`src/rtl/qlsf_pkg.sv`:
```
// Package: widths, word types, codes and cell control for the split FIFO.
`timescale 1ns / 1ps
package qlsf_pkg;

  localparam int DEPTH = 16;
  localparam int TAG_W = 16;
  localparam int AMT_W = 32;
  localparam int TOT_W = 40;
  localparam int SLK_W = 32;
  localparam int TOL_W = 16;
  localparam int IDX_W = $clog2(DEPTH);
  localparam int CNT_W = $clog2(DEPTH + 1);

  typedef enum logic [2:0] {
    OP_PUSH  = 3'd0,
    OP_FRONT = 3'd1,
    OP_BACK  = 3'd2,
    OP_COUNT = 3'd3,
    OP_QTY   = 3'd4,
    OP_QTOL  = 3'd5
  } opcode_t;

  typedef enum logic [2:0] {
    ST_OK    = 3'd0,
    ST_OVER  = 3'd1,
    ST_DUP   = 3'd2,
    ST_EMPTY = 3'd3,
    ST_CNT   = 3'd4,
    ST_QTY   = 3'd5,
    ST_FULL  = 3'd6
  } status_t;

  typedef enum logic [0:0] {
    CFG_CAPACITY  = 1'b0,
    CFG_TOLERANCE = 1'b1
  } cfg_reg_t;

  typedef struct packed {
    logic [2:0]       opcode;
    logic [TAG_W-1:0] entry_tag;
    logic [AMT_W-1:0] amount;
    logic [CNT_W-1:0] pop_count;
    logic [SLK_W-1:0] slack;
  } in_word_t;

  typedef struct packed {
    logic             has_entry;
    logic [TAG_W-1:0] out_tag;
    logic [AMT_W-1:0] out_amount;
    logic             last;
    logic [2:0]       status;
    logic [TOT_W-1:0] total_quantity;
    logic [CNT_W-1:0] entry_total;
  } out_word_t;

  typedef struct packed {
    logic shift;
    logic load;
    logic sub;
  } cell_ctrl_t;

endpackage

```
`src/rtl/quantity_limited_split_fifo.sv`:
```
// Top level: quantity-limited split FIFO with a row of entry cells.
//
// Use: a command word enters on in_valid/in_stall; each command yields one
// or more result words on out_valid/out_stall, the final one flagged by
// last (opcodes six and seven give no word). Every word of a command shows
// the same status and the total and entry count after the command.
// Registers are written on cfg_valid/cfg_ready (always ready): index 0 the
// capacity, index 1 the push tolerance; write them only while idle.
// Entries sit packed in the cell row, front in cell 0; a front pop shifts
// every cell one place towards the front together.
// Flow: one command at a time. Push and single pops pass a check state and
// an emit state, which registers the result word; the next command is taken
// once that word is registered. Count and quantity pops first walk the
// affected entries, one cell a cycle, to learn the final totals, then hand
// out one word a cycle while the receiver does not stall; the next command
// is taken once the last word is registered.
// Reset clears the counters, the registers (capacity all ones, tolerance
// zero) and the output valid; cell contents stay undefined until pushed.
// A stalled receiver holds the output word; the block waits, nothing lost.
`timescale 1ns / 1ps
module quantity_limited_split_fifo (
  input  logic                 clk,
  input  logic                 rst_n,
  input  logic                 in_valid,
  output logic                 in_stall,
  input  qlsf_pkg::in_word_t   in_data,
  output logic                 out_valid,
  input  logic                 out_stall,
  output qlsf_pkg::out_word_t  out_data,
  input  logic                 cfg_valid,
  output logic                 cfg_ready,
  input  logic                 cfg_index,
  input  logic [31:0]          cfg_data
);

  localparam int DEPTH = qlsf_pkg::DEPTH;
  localparam int TAG_W = qlsf_pkg::TAG_W;
  localparam int AMT_W = qlsf_pkg::AMT_W;
  localparam int TOT_W = qlsf_pkg::TOT_W;
  localparam int IDX_W = qlsf_pkg::IDX_W;
  localparam int CNT_W = qlsf_pkg::CNT_W;

  typedef enum logic [3:0] {
    S_IDLE  = 4'b0001,
    S_CHECK = 4'b0010,
    S_SCAN  = 4'b0100,
    S_EMIT  = 4'b1000
  } state_t;

  typedef enum logic [2:0] {
    M_SINGLE = 3'd0,
    M_FRONT  = 3'd1,
    M_BACK   = 3'd2,
    M_COUNT  = 3'd3,
    M_QTY    = 3'd4
  } mode_t;

  // Control and command registers
  state_t                    state_r, state_nxt;
  mode_t                     mode_r, mode_nxt;
  qlsf_pkg::status_t         stat_r, stat_nxt;
  logic [2:0]                op_r;
  logic [TAG_W-1:0]          tag_r;
  logic [AMT_W-1:0]          amt_r;
  logic [qlsf_pkg::SLK_W-1:0] slack_r;
  logic [CNT_W-1:0]          pcnt_r;
  logic [CNT_W-1:0]          cnt_r, cnt_nxt;
  logic [AMT_W-1:0]          want_r, want_nxt;
  logic [AMT_W-1:0]          rem_r, rem_nxt;
  logic [TOT_W-1:0]          acc_r, acc_nxt;
  logic [CNT_W-1:0]          scan_r, scan_nxt;
  logic [TOT_W-1:0]          fin_total_r, fin_total_nxt;
  logic [CNT_W-1:0]          fin_cnt_r, fin_cnt_nxt;
  logic [TOT_W-1:0]          total_r, total_nxt;
  logic [CNT_W-1:0]          count_r, count_nxt;
  logic [AMT_W-1:0]          cap_r;
  logic [qlsf_pkg::TOL_W-1:0] tol_r;
  logic                      out_valid_r, out_valid_nxt;
  qlsf_pkg::out_word_t       out_data_r, out_data_nxt;

  // Cell row
  qlsf_pkg::cell_ctrl_t      ctrl_w [DEPTH];
  logic [TAG_W-1:0]          ctag_w [DEPTH];
  logic [AMT_W-1:0]          camt_w [DEPTH];
  logic                      match_w [DEPTH];

  logic                      load_en;
  logic                      shift_en;
  logic                      sub_en;
  logic                      dup;
  logic                      ov_free;
  logic [IDX_W-1:0]          push_idx;
  logic [IDX_W-1:0]          back_idx;
  logic [IDX_W-1:0]          scan_idx;
  logic [AMT_W-1:0]          scan_amt;
  logic [TOT_W:0]            push_sum;
  logic [TOT_W:0]            push_lim;
  logic [TOT_W:0]            tol_lim;

  genvar g;
  generate
    for (g = 0; g < DEPTH; g++) begin : g_cell
      logic [TAG_W-1:0] nb_tag;
      logic [AMT_W-1:0] nb_amt;
      if (g == DEPTH - 1) begin : g_end
        assign nb_tag = '0;
        assign nb_amt = '0;
      end else begin : g_mid
        assign nb_tag = ctag_w[g+1];
        assign nb_amt = camt_w[g+1];
      end

      assign ctrl_w[g].shift = shift_en;
      assign ctrl_w[g].load  = load_en && (push_idx == IDX_W'(g));
      assign ctrl_w[g].sub   = sub_en && (g == 0);

      qlsf_cell u_cell (
        .clk     (clk),
        .ctrl    (ctrl_w[g]),
        .nb_tag  (nb_tag),
        .nb_amt  (nb_amt),
        .ld_tag  (tag_r),
        .ld_amt  (amt_r),
        .sub_amt (want_r),
        .cmp_tag (tag_r),
        .tag     (ctag_w[g]),
        .amt     (camt_w[g]),
        .match   (match_w[g])
      );
    end
  endgenerate

  assign push_idx = count_r[IDX_W-1:0];
  assign back_idx = IDX_W'(count_r - CNT_W'(1));
  assign scan_idx = scan_r[IDX_W-1:0];
  assign scan_amt = camt_w[scan_idx];
  assign ov_free  = !out_valid_r || !out_stall;

  assign push_sum = (TOT_W+1)'(amt_r) + (TOT_W+1)'(total_r);
  assign push_lim = (TOT_W+1)'(cap_r) + (TOT_W+1)'(tol_r);
  assign tol_lim  = (TOT_W+1)'(total_r) + (TOT_W+1)'(slack_r);

  // Duplicate search: each live cell compares its tag in parallel
  always_comb begin
    dup = 1'b0;
    for (int i = 0; i < DEPTH; i++) begin
      if ((CNT_W'(i) < count_r) && match_w[i]) dup = 1'b1;
    end
  end

  always_comb begin
    state_nxt     = state_r;
    mode_nxt      = mode_r;
    stat_nxt      = stat_r;
    cnt_nxt       = cnt_r;
    want_nxt      = want_r;
    rem_nxt       = rem_r;
    acc_nxt       = acc_r;
    scan_nxt      = scan_r;
    fin_total_nxt = fin_total_r;
    fin_cnt_nxt   = fin_cnt_r;
    total_nxt     = total_r;
    count_nxt     = count_r;
    out_valid_nxt = out_valid_r && out_stall;
    out_data_nxt  = out_data_r;
    load_en       = 1'b0;
    shift_en      = 1'b0;
    sub_en        = 1'b0;

    unique case (state_r)
      S_IDLE: begin
        if (in_valid) state_nxt = S_CHECK;
      end

      S_CHECK: begin
        // Decide the status; single-word commands settle their totals here
        stat_nxt      = qlsf_pkg::ST_OK;
        mode_nxt      = M_SINGLE;
        fin_total_nxt = total_r;
        fin_cnt_nxt   = count_r;
        scan_nxt      = '0;
        acc_nxt       = '0;
        state_nxt     = S_EMIT;
        unique case (op_r)
          qlsf_pkg::OP_PUSH: begin
            priority if (push_sum > push_lim) begin
              stat_nxt = qlsf_pkg::ST_OVER;
            end else if (dup) begin
              stat_nxt = qlsf_pkg::ST_DUP;
            end else if (count_r == CNT_W'(DEPTH)) begin
              stat_nxt = qlsf_pkg::ST_FULL;
            end else begin
              fin_total_nxt = total_r + TOT_W'(amt_r);
              fin_cnt_nxt   = count_r + CNT_W'(1);
            end
          end
          qlsf_pkg::OP_FRONT, qlsf_pkg::OP_BACK: begin
            if (count_r == '0) begin
              stat_nxt = qlsf_pkg::ST_EMPTY;
            end else begin
              mode_nxt    = (op_r == qlsf_pkg::OP_FRONT) ? M_FRONT : M_BACK;
              fin_cnt_nxt = count_r - CNT_W'(1);
              fin_total_nxt = total_r - TOT_W'((op_r == qlsf_pkg::OP_FRONT) ?
                                               camt_w[0] : camt_w[back_idx]);
            end
          end
          qlsf_pkg::OP_COUNT: begin
            if (pcnt_r > count_r) begin
              stat_nxt = qlsf_pkg::ST_CNT;
            end else begin
              mode_nxt  = M_COUNT;
              cnt_nxt   = pcnt_r;
              state_nxt = S_SCAN;
            end
          end
          qlsf_pkg::OP_QTY: begin
            if (TOT_W'(amt_r) > total_r) begin
              stat_nxt = qlsf_pkg::ST_QTY;
            end else begin
              mode_nxt  = M_QTY;
              want_nxt  = amt_r;
              rem_nxt   = amt_r;
              state_nxt = S_SCAN;
            end
          end
          qlsf_pkg::OP_QTOL: begin
            priority if ((TOT_W+1)'(amt_r) > tol_lim) begin
              stat_nxt = qlsf_pkg::ST_QTY;
            end else if (TOT_W'(amt_r) >= total_r) begin
              // Request covers everything: drain the whole store
              mode_nxt  = M_COUNT;
              cnt_nxt   = count_r;
              state_nxt = S_SCAN;
            end else begin
              mode_nxt  = M_QTY;
              want_nxt  = amt_r;
              rem_nxt   = amt_r;
              state_nxt = S_SCAN;
            end
          end
          default: begin
            state_nxt = S_IDLE;
          end
        endcase
      end

      S_SCAN: begin
        // Walk the front cells to learn the final total and count
        if (mode_r == M_COUNT) begin
          if (scan_r == cnt_r) begin
            fin_total_nxt = total_r - acc_r;
            fin_cnt_nxt   = count_r - cnt_r;
            state_nxt     = S_EMIT;
          end else begin
            acc_nxt  = acc_r + TOT_W'(scan_amt);
            scan_nxt = scan_r + CNT_W'(1);
          end
        end else begin
          if ((rem_r == '0) || (scan_r == count_r)) begin
            fin_total_nxt = total_r - TOT_W'(amt_r);
            fin_cnt_nxt   = count_r - scan_r;
            state_nxt     = S_EMIT;
          end else if (scan_amt > rem_r) begin
            rem_nxt = '0;
          end else begin
            rem_nxt  = rem_r - scan_amt;
            scan_nxt = scan_r + CNT_W'(1);
          end
        end
      end

      S_EMIT: begin
        if (ov_free) begin
          out_valid_nxt                 = 1'b1;
          out_data_nxt.has_entry        = 1'b0;
          out_data_nxt.out_tag          = '0;
          out_data_nxt.out_amount       = '0;
          out_data_nxt.last             = 1'b1;
          out_data_nxt.status           = stat_r;
          out_data_nxt.total_quantity   = fin_total_r;
          out_data_nxt.entry_total      = fin_cnt_r;
          unique case (mode_r)
            M_SINGLE: begin
              load_en = (op_r == qlsf_pkg::OP_PUSH) && (stat_r == qlsf_pkg::ST_OK);
            end
            M_FRONT: begin
              out_data_nxt.has_entry  = 1'b1;
              out_data_nxt.out_tag    = ctag_w[0];
              out_data_nxt.out_amount = camt_w[0];
              shift_en                = 1'b1;
            end
            M_BACK: begin
              out_data_nxt.has_entry  = 1'b1;
              out_data_nxt.out_tag    = ctag_w[back_idx];
              out_data_nxt.out_amount = camt_w[back_idx];
            end
            M_COUNT: begin
              if (cnt_r != '0) begin
                out_data_nxt.has_entry  = 1'b1;
                out_data_nxt.out_tag    = ctag_w[0];
                out_data_nxt.out_amount = camt_w[0];
                out_data_nxt.last       = (cnt_r == CNT_W'(1));
                shift_en                = 1'b1;
                cnt_nxt                 = cnt_r - CNT_W'(1);
              end
            end
            M_QTY: begin
              if (want_r != '0) begin
                out_data_nxt.has_entry = 1'b1;
                out_data_nxt.out_tag   = ctag_w[0];
                if (camt_w[0] > want_r) begin
                  // Split: hand out what is owed, keep the rest in front
                  out_data_nxt.out_amount = want_r;
                  sub_en                  = 1'b1;
                  want_nxt                = '0;
                end else begin
                  out_data_nxt.out_amount = camt_w[0];
                  out_data_nxt.last       = (want_r == camt_w[0]) ||
                                            (count_r == CNT_W'(1));
                  shift_en                = 1'b1;
                  want_nxt                = want_r - camt_w[0];
                end
              end
            end
            default: begin
            end
          endcase
          if (out_data_nxt.last) begin
            total_nxt = fin_total_r;
            count_nxt = fin_cnt_r;
            state_nxt = S_IDLE;
          end else begin
            count_nxt = count_r - CNT_W'(1);
          end
        end
      end

      default: begin
        state_nxt = S_IDLE;
      end
    endcase
  end

  always_ff @(posedge clk) begin
    if (!rst_n) begin
      state_r     <= S_IDLE;
      total_r     <= '0;
      count_r     <= '0;
      out_valid_r <= 1'b0;
      cap_r       <= '1;
      tol_r       <= '0;
    end else begin
      state_r     <= state_nxt;
      total_r     <= total_nxt;
      count_r     <= count_nxt;
      out_valid_r <= out_valid_nxt;
      if (cfg_valid) begin
        unique case (qlsf_pkg::cfg_reg_t'(cfg_index))
          qlsf_pkg::CFG_CAPACITY:  cap_r <= cfg_data;
          qlsf_pkg::CFG_TOLERANCE: tol_r <= cfg_data[qlsf_pkg::TOL_W-1:0];
          default: begin
          end
        endcase
      end
    end
  end

  // Working registers: no reset, each loaded before it is read
  always_ff @(posedge clk) begin
    if (state_r == S_IDLE && in_valid) begin
      op_r    <= in_data.opcode;
      tag_r   <= in_data.entry_tag;
      amt_r   <= in_data.amount;
      slack_r <= in_data.slack;
      pcnt_r  <= in_data.pop_count;
    end
    mode_r      <= mode_nxt;
    stat_r      <= stat_nxt;
    cnt_r       <= cnt_nxt;
    want_r      <= want_nxt;
    rem_r       <= rem_nxt;
    acc_r       <= acc_nxt;
    scan_r      <= scan_nxt;
    fin_total_r <= fin_total_nxt;
    fin_cnt_r   <= fin_cnt_nxt;
    out_data_r  <= out_data_nxt;
  end

  assign in_stall  = (state_r != S_IDLE);
  assign out_valid = out_valid_r;
  assign out_data  = out_data_r;
  assign cfg_ready = 1'b1;

endmodule

```
`src/rtl/qlsf_cell.sv`:
```
// One storage cell of the entry row: tag, amount and a tag comparator.
`timescale 1ns / 1ps
module qlsf_cell (
  input  logic                           clk,
  input  qlsf_pkg::cell_ctrl_t           ctrl,
  input  logic [qlsf_pkg::TAG_W-1:0]     nb_tag,
  input  logic [qlsf_pkg::AMT_W-1:0]     nb_amt,
  input  logic [qlsf_pkg::TAG_W-1:0]     ld_tag,
  input  logic [qlsf_pkg::AMT_W-1:0]     ld_amt,
  input  logic [qlsf_pkg::AMT_W-1:0]     sub_amt,
  input  logic [qlsf_pkg::TAG_W-1:0]     cmp_tag,
  output logic [qlsf_pkg::TAG_W-1:0]     tag,
  output logic [qlsf_pkg::AMT_W-1:0]     amt,
  output logic                           match
);

  logic [qlsf_pkg::TAG_W-1:0] tag_r;
  logic [qlsf_pkg::AMT_W-1:0] amt_r;

  always_ff @(posedge clk) begin
    priority if (ctrl.shift) begin
      tag_r <= nb_tag;
      amt_r <= nb_amt;
    end else if (ctrl.load) begin
      tag_r <= ld_tag;
      amt_r <= ld_amt;
    end else if (ctrl.sub) begin
      amt_r <= amt_r - sub_amt;
    end
  end

  assign tag   = tag_r;
  assign amt   = amt_r;
  assign match = (tag_r == cmp_tag);

endmodule

```
`config.mk`:
```
export PLATFORM = sky130hd
export DESIGN_NAME = quantity_limited_split_fifo
export DESIGN_NICKNAME = d
export VERILOG_FILES = /design/src/rtl/qlsf_pkg.sv /design/src/rtl/quantity_limited_split_fifo.sv /design/src/rtl/qlsf_cell.sv
export SDC_FILE = /design/constraint.sdc
export NUM_CORES = 2
export LEC_CHECK = 0
export ABC_AREA = 1
export BUFFER_PORTS_ARGS = -buffer_cell sky130_fd_sc_hd__buf_2
export CORE_MARGIN = 2
export CORE_UTILIZATION = 25
export CTS_CLUSTER_SIZE = 20
export DETAILED_ROUTE_END_ITERATION = 12
export GPL_ROUTABILITY_DRIVEN = 0
export MAX_ROUTING_LAYER = met4
export PLACE_DENSITY = 0.5
export SLEW_MARGIN = 0
export SYNTH_ARGS = -nofsm -noshare
export SYNTH_HDL_FRONTEND = slang
export SYNTH_SLANG_ARGS = --single-unit
```
`constraint.sdc`:
```
create_clock -name clk -period 5.35 [get_ports clk]
set_input_delay 0.2675 -clock clk [delete_from_list [all_inputs] [get_ports clk]]
set_output_delay 0.2675 -clock clk [all_outputs]
set_load 0.01 [all_outputs]
```
# == Yosys cells after proc, flatten, opt, wreduce, memory -nomap -nowiden ==
# Cells that the tools add are included.
# op_classes
addsub,17
n_lt_le_gt_ge,25
eq_ne,74
mux,185
bitwise,3
reduce_logical,79
# op_table
op,n
$mux 32,47
$mux 16,32
$mux 40,9
$bmux 32 s4,2
$eq 16x16->1,16
$pmux 40 s2,3
$pmux 49 s4,1
$pmux 32 s2,3
$mux 50,2
$sub 32x32->32,3
$mux 5,18
$add 40x32->40,2
$sub 40x32->40,2
$bmux 16 s4,1
$gt 32x32->1,2
$pmux 5 s2,5
$add 32x40->41,1
$add 40x32->41,1
$gt 32x41->1,1
$gt 41x33->1,1
$ge 32x40->1,1
$gt 32x40->1,1
$lt 4x5->1 const A,8
$sub 40x40->40,1
other kinds (55),220
# word_totals
ff_bits,1217
word_cells,442

# == Depth between registers and ports, before layout ==
# logic_depth
word_depth,22
depth_mapped,36
ltp_nobuf,34

# == Cells and area by module ==
# A second synthesis with hierarchy kept.
# unflattened
hier_cells,21654
area_unflattened_um2,133678.2
# modules_own_cells
module,n_inst,cells_each,area_each_um2,seq_area_each_um2
qlsf_cell (g_cell[0].u_cell ...),15,837,5087.4,1441.4
quantity_limited_split_fifo,1,8264,52286.4,12502.0
qlsf_cell (g_cell[11].u_cell),1,835,5081.1,1441.4

# == Worst setup path before layout ==
# No wires, ideal clock.
# synth_timing
path_type,register to register
from,register count_r[0]
to,"register g_cell[4].u_cell.amt_r, in the netlist g_cell[4].u_cell.amt[0] (enable)"
setup_ns,0.520
t_arrival_ns,5.371
t_required_ns,4.830
setup_slack_ns,-0.541
stages_incl_launch_ff,9
n_path_buf,4
period_less_slack_ns,5.891
cell_sequence,dfxtp_1 inv_1 clkbuf_1 clkbuf_1 clkbuf_1 clkbuf_1 ha_1 inv_1 o21ai_0
# synth_between
elab_chain_len,3
# synth_lines
item,line,source
start: declaration,quantity_limited_split_fifo.sv:75,"logic [CNT_W-1:0] count_r, count_nxt;"
start signal: assignment,quantity_limited_split_fifo.sv:355,count_r <= count_nxt;
$eq 4x3->1,quantity_limited_split_fifo.sv:114,assign ctrl_w[g].load = load_en && (push_idx == IDX_W'(g));
$logic_and 1x1->1,quantity_limited_split_fifo.sv:114,
$reduce_bool 2->1 (no line),-,
end signal: assignment,qlsf_cell.sv:23,amt_r <= nb_amt;
end signal: assignment,qlsf_cell.sv:26,amt_r <= ld_amt;
end signal: assignment,qlsf_cell.sv:28,amt_r <= amt_r - sub_amt;
end: declaration,qlsf_cell.sv:18,logic [qlsf_pkg::AMT_W-1:0] amt_r;
# No other way between the ends.
# A chain may end at the register's enable or synchronous reset.

# == Final worst setup path ==
# layout_timing
from,"register g_cell[0].u_cell.amt_r, in the netlist g_cell[0].u_cell.amt[4]"
to,register total_r[10]
# layout_between
elab_chain_len,8
# layout_lines
item,line,source
start: declaration,qlsf_cell.sv:18,
start signal: assignment,qlsf_cell.sv:23,
start signal: assignment,qlsf_cell.sv:26,
start signal: assignment,qlsf_cell.sv:28,
branches (longest 2 deep; another with $gt 32x32->1),-,
$mux 1 (*),quantity_limited_split_fifo.sv:311,if (camt_w[0] > want_r) begin
$mux 50 (*),quantity_limited_split_fifo.sv:308,if (want_r != '0) begin
$pmux 1 s2 (*),quantity_limited_split_fifo.sv:282,unique case (mode_r)
$mux 1 (*),quantity_limited_split_fifo.sv:273,if (ov_free) begin
$mux 1 (*),quantity_limited_split_fifo.sv:170,unique case (state_r)
$reduce_and 3->1 (no line) (*),-,
end signal: assignment,quantity_limited_split_fifo.sv:354,total_r <= total_nxt;
end: declaration,quantity_limited_split_fifo.sv:74,"logic [TOT_W-1:0] total_r, total_nxt;"
# Every way passes the cells marked *. The select of a mux whose other input is x is not followed.

==> results.yml <==
power_and_ir_drop:
  p_leak_nw: 42.0
  ir_worst_vdd_mv: 0.273
  power_density_mw_per_mm2: 294
critical_path:
  r2r-end: "total_r[10]$_SDFFE_PN0P_"
  r2r-start: "g_cell[0].u_cell.amt[4]$_DFFE_PP_"
  cp_max_fo: 24
  ff2ff_path_depth: 14
  crit_arrival_ns: 5.93
  max_stage_delay_ns: 0.70
  crit_type: "register to register"
  slowest_stage: "a21oi_1"
  critPathRequiredTime_ns: 6.02
  r2r_slack_ns: 0.09
  end_kind: "register"
  path_common_cell: "nand2_2"
  crit_chain: "inv_1, ha_1, nand2_1, nor2_1, inv_2, nor4_1, nand4_1, a21boi_2, nand3_1, nand2_2, inv_4, nand2_2, o21ai_0, a21oi_1"
  worst_setup_path_start_kind: "register"
hold_path:
  hp-class: "input port to register"
  hold_end: "state_r[2]$_SDFFE_PN0P_"
  hold_start: "rst_n"
  hold_path_depth: 3
synthesis:
  syn_area_mm2: 0.0854
  syn_inst: 11200
  synth_edf_count: 1071
  post_synth.cell_area_avg_um2: 7.64
  ys.flop_type: "edfxtp_1"
  yosys_warnings: 0
  seq_area_frac_synth_pct: 41.1
  synthesis.nets: 11700
  ys_types: 74
  synthArstFlopShare_pct: 0
  synth-seq-cells: 1217
global_route:
  grt_max_degree: 139
  grt_first_pass_wirelength_mm: 594
  overflow: 0
  grt_usage_pct: 24.0
  antenna_found_initial: 24
  grt_pass1_vias: 79700
final_layout:
  synthToLayoutAreaGrowth_pct: 19.5
  layout_commonest_cell: "nand2_1"
  final_design_area_no_fill_mm2: 0.102
  layout_common_cells: "nand2_1, a21oi_1, inv_1, o21ai_0, edfxtp_1"
  drive_gt1_share_pct: 10.6
  fin_cells: 16300
  final_nets: 12200
timing:
  hold_viol_final: 0
  maxSlewViolCount: 0
  worst_pin_slew_ns: 1.28
  fin_skew_ns: 0.0921
  timing.slew.headroom_pct: 14.4
  fin_crit_ns: 5.26
  min_period_over_period_pct: 98.4
  setup_tns_ns: 0
  fmax_mhz: 190
  setup_violations: 0
placed_design:
  postPlaceCellArea_mm2: 0.0949
  dp_cells: 15900
  dp_hpwl_mm: 318
  port_buffers: 225
die:
  core-area_mm2: 0.340
  die-area_mm2: 0.346
  rows: 214
  io_pins: 227
  chipWidth_um: 589
  dieHeight_um: 589
  start_util_pct: 25.1
cts:
  cts-root-buf: "clkbuf_16"
  cts_inserted_buffers: 163
  numClockSinks: 1217
  clk_pin_slew_ns: 0.06
  insertion_delay_ns: 0.90
  clockBufferDepth: 4
  cts_tree: "yes"
  h-tree-depth: 4
route:
  drtIter0Drc: 11800
  vias_per_cell: 5.31
  ant_nets: 0
  wl_met1_mm: 178
  drc: 0
  dr.pass1.iters: 8
  vias: 86700
  dr_wl_met3_mm: 45.8
  wl_met2_mm: 175
  highest_layer: "met4"
  routed_wl_mm: 424
  wl_per_cell_um: 26.0
flow_run:
  cap_violations: 0
outcome:
  status: "complete, no violations"
==> cell type report <==
| type | count | area (um2) |
|---|---|---|
| Fill cell | 36900 | 238000 |
| Multi-Input combinational cell | 8049 | 43200 |
| Sequential cell | 1217 | 35100 |
| Timing Repair Buffer | 923 | 7690 |
| Tap cell | 4536 | 5680 |
| Inverter | 1289 | 4890 |
| Clock buffer | 195 | 4330 |
| Clock inverter | 103 | 1130 |
| Antenna cell | 13 | 32.5 |
==> logic make-up (layout without fill, tap and decap cells) <==
logic type | after synthesis | in the layout | synth area share (%)
simple gates | 3860 | 3861 | 19.0
compound gates | 3422 | 3422 | 21.3
buf+inv | 1911 | 2510 | 8.92
flops | 1217 | 1217 | 41.1
fa+ha+maj | 408 | 408 | 6.08
xor+xnor | 356 | 356 | 3.65
other cells | 1 | 14 | 0.00439
mux | 1 | 1 | 0.0132
==> layer usage <==
| metal | up-vias | track usage, % |
|---|---|---|
| li1 | 39500 | - |
| met4 | 0 | 12.1 |
| met5 | - | - |
| met1 | 41500 | 32.1 |
| met3 | 901 | 5.20 |
| met2 | 4870 | 34.0 |
==> timing repair <==
item                                    CTS  global route
hold endpoints to repair                149             0
gates resized for setup                   0            66
setup buffers                             0            12
endpoints found under the setup margin    0           120
hold buffers                            122             0
==> where the power goes <==
| part | switching (mW) | internal (mW) | leakage, nW |
|---|---|---|---|
| clock | 4.85 | 6.81 | 2.68 |
| combinational | 5.14 | 2.30 | 28.4 |
| sequential | 0.228 | 10.7 | 10.9 |
| total | 10.2 | 19.8 | 42.0 |
==> per-stage QoR <==
step,hold slack [ns],worst slack (ns),total power [mW],utilization [%]
final,0.0348,0.0860,30.0,30.0
after global placement,0.446,0.105,18.1,27.9
after detailed placement,0.446,0.0958,18.1,27.9
after CTS,0.00506,0.0529,29.8,29.9
after floorplan,0.366,-0.406,15.0,-
after global routing,0.0534,-0.159,31.0,30.0
==> worst max path at each step <==
| stage | depth (start not counted) | startpoint | slack, ns | end |
|---|---|---|---|---|
| 2_1_floorplan | 8 | count_r[0]$_SDFFE_PN0P_ | -0.41 | g_cell[4].u_cell.amt[0]$_DFFE_PP_ |
| 3_5_place_dp | 25 | slack_r[4]$_DFFE_PP_ | 0.1 | want_r[22]$_DFFE_PP_ |
| 6_report | 14 | g_cell[0].u_cell.amt[4]$_DFFE_PP_ | 0.09 | total_r[10]$_SDFFE_PN0P_ |
| 5_1_grt | 31 | cap_r[0]$_SDFFE_PN1P_ | -0.16 | fin_total_r[30]$_DFFE_PP_ |
| 3_3_place_gp | 28 | slack_r[4]$_DFFE_PP_ | 0.10 | want_r[20]$_DFFE_PP_ |
| 4_1_cts | 28 | slack_r[4]$_DFFE_PP_ | 0.05 | want_r[7]$_DFFE_PP_ |
==> critical path, delay by kind of cell, from the launching register on <==
family | cells | cell delay, ns
compound gates | 3 | 1.47
fa+ha+maj | 1 | 0.45
buf+inv | 3 | 0.33
flops | 1 | 0.42
simple gates | 7 | 2.37
==> cell usage after synthesis (45+ instances only) <==
cell type	instances	area share, %
nand2_1	2180	9.6
a21oi_1	1329	7.8
inv_1	1230	5.4
o21ai_0	1227	7.2
edfxtp_1	1071	38
nand3_1	689	4.0
nor2_1	654	2.9
o21ai_1	418	2.4
ha_1	396	5.8
clkbuf_1	340	1.5
xor2_1	214	2.2
buf_2	178	1.0
dfxtp_1	146	3.4
xnor2_1	142	1.5
nand4_1	121	0.89
a31oi_1	86	0.63
nor3_1	78	0.46
o22ai_1	74	0.54
inv_2	53	0.23
buf_1	52	0.23
o211ai_1	45	0.40
==> sequential cells by signal, indices dropped and copies added (netlist names), 40 cells and up <==
signal / count
g_cell.u_cell.amt: 512
out_data: 98
fin_total_r: 40
total_r: 40
acc_r: 40
g_cell.u_cell.tag: 256
Note: power is estimated with default switching activity, not from simulation.
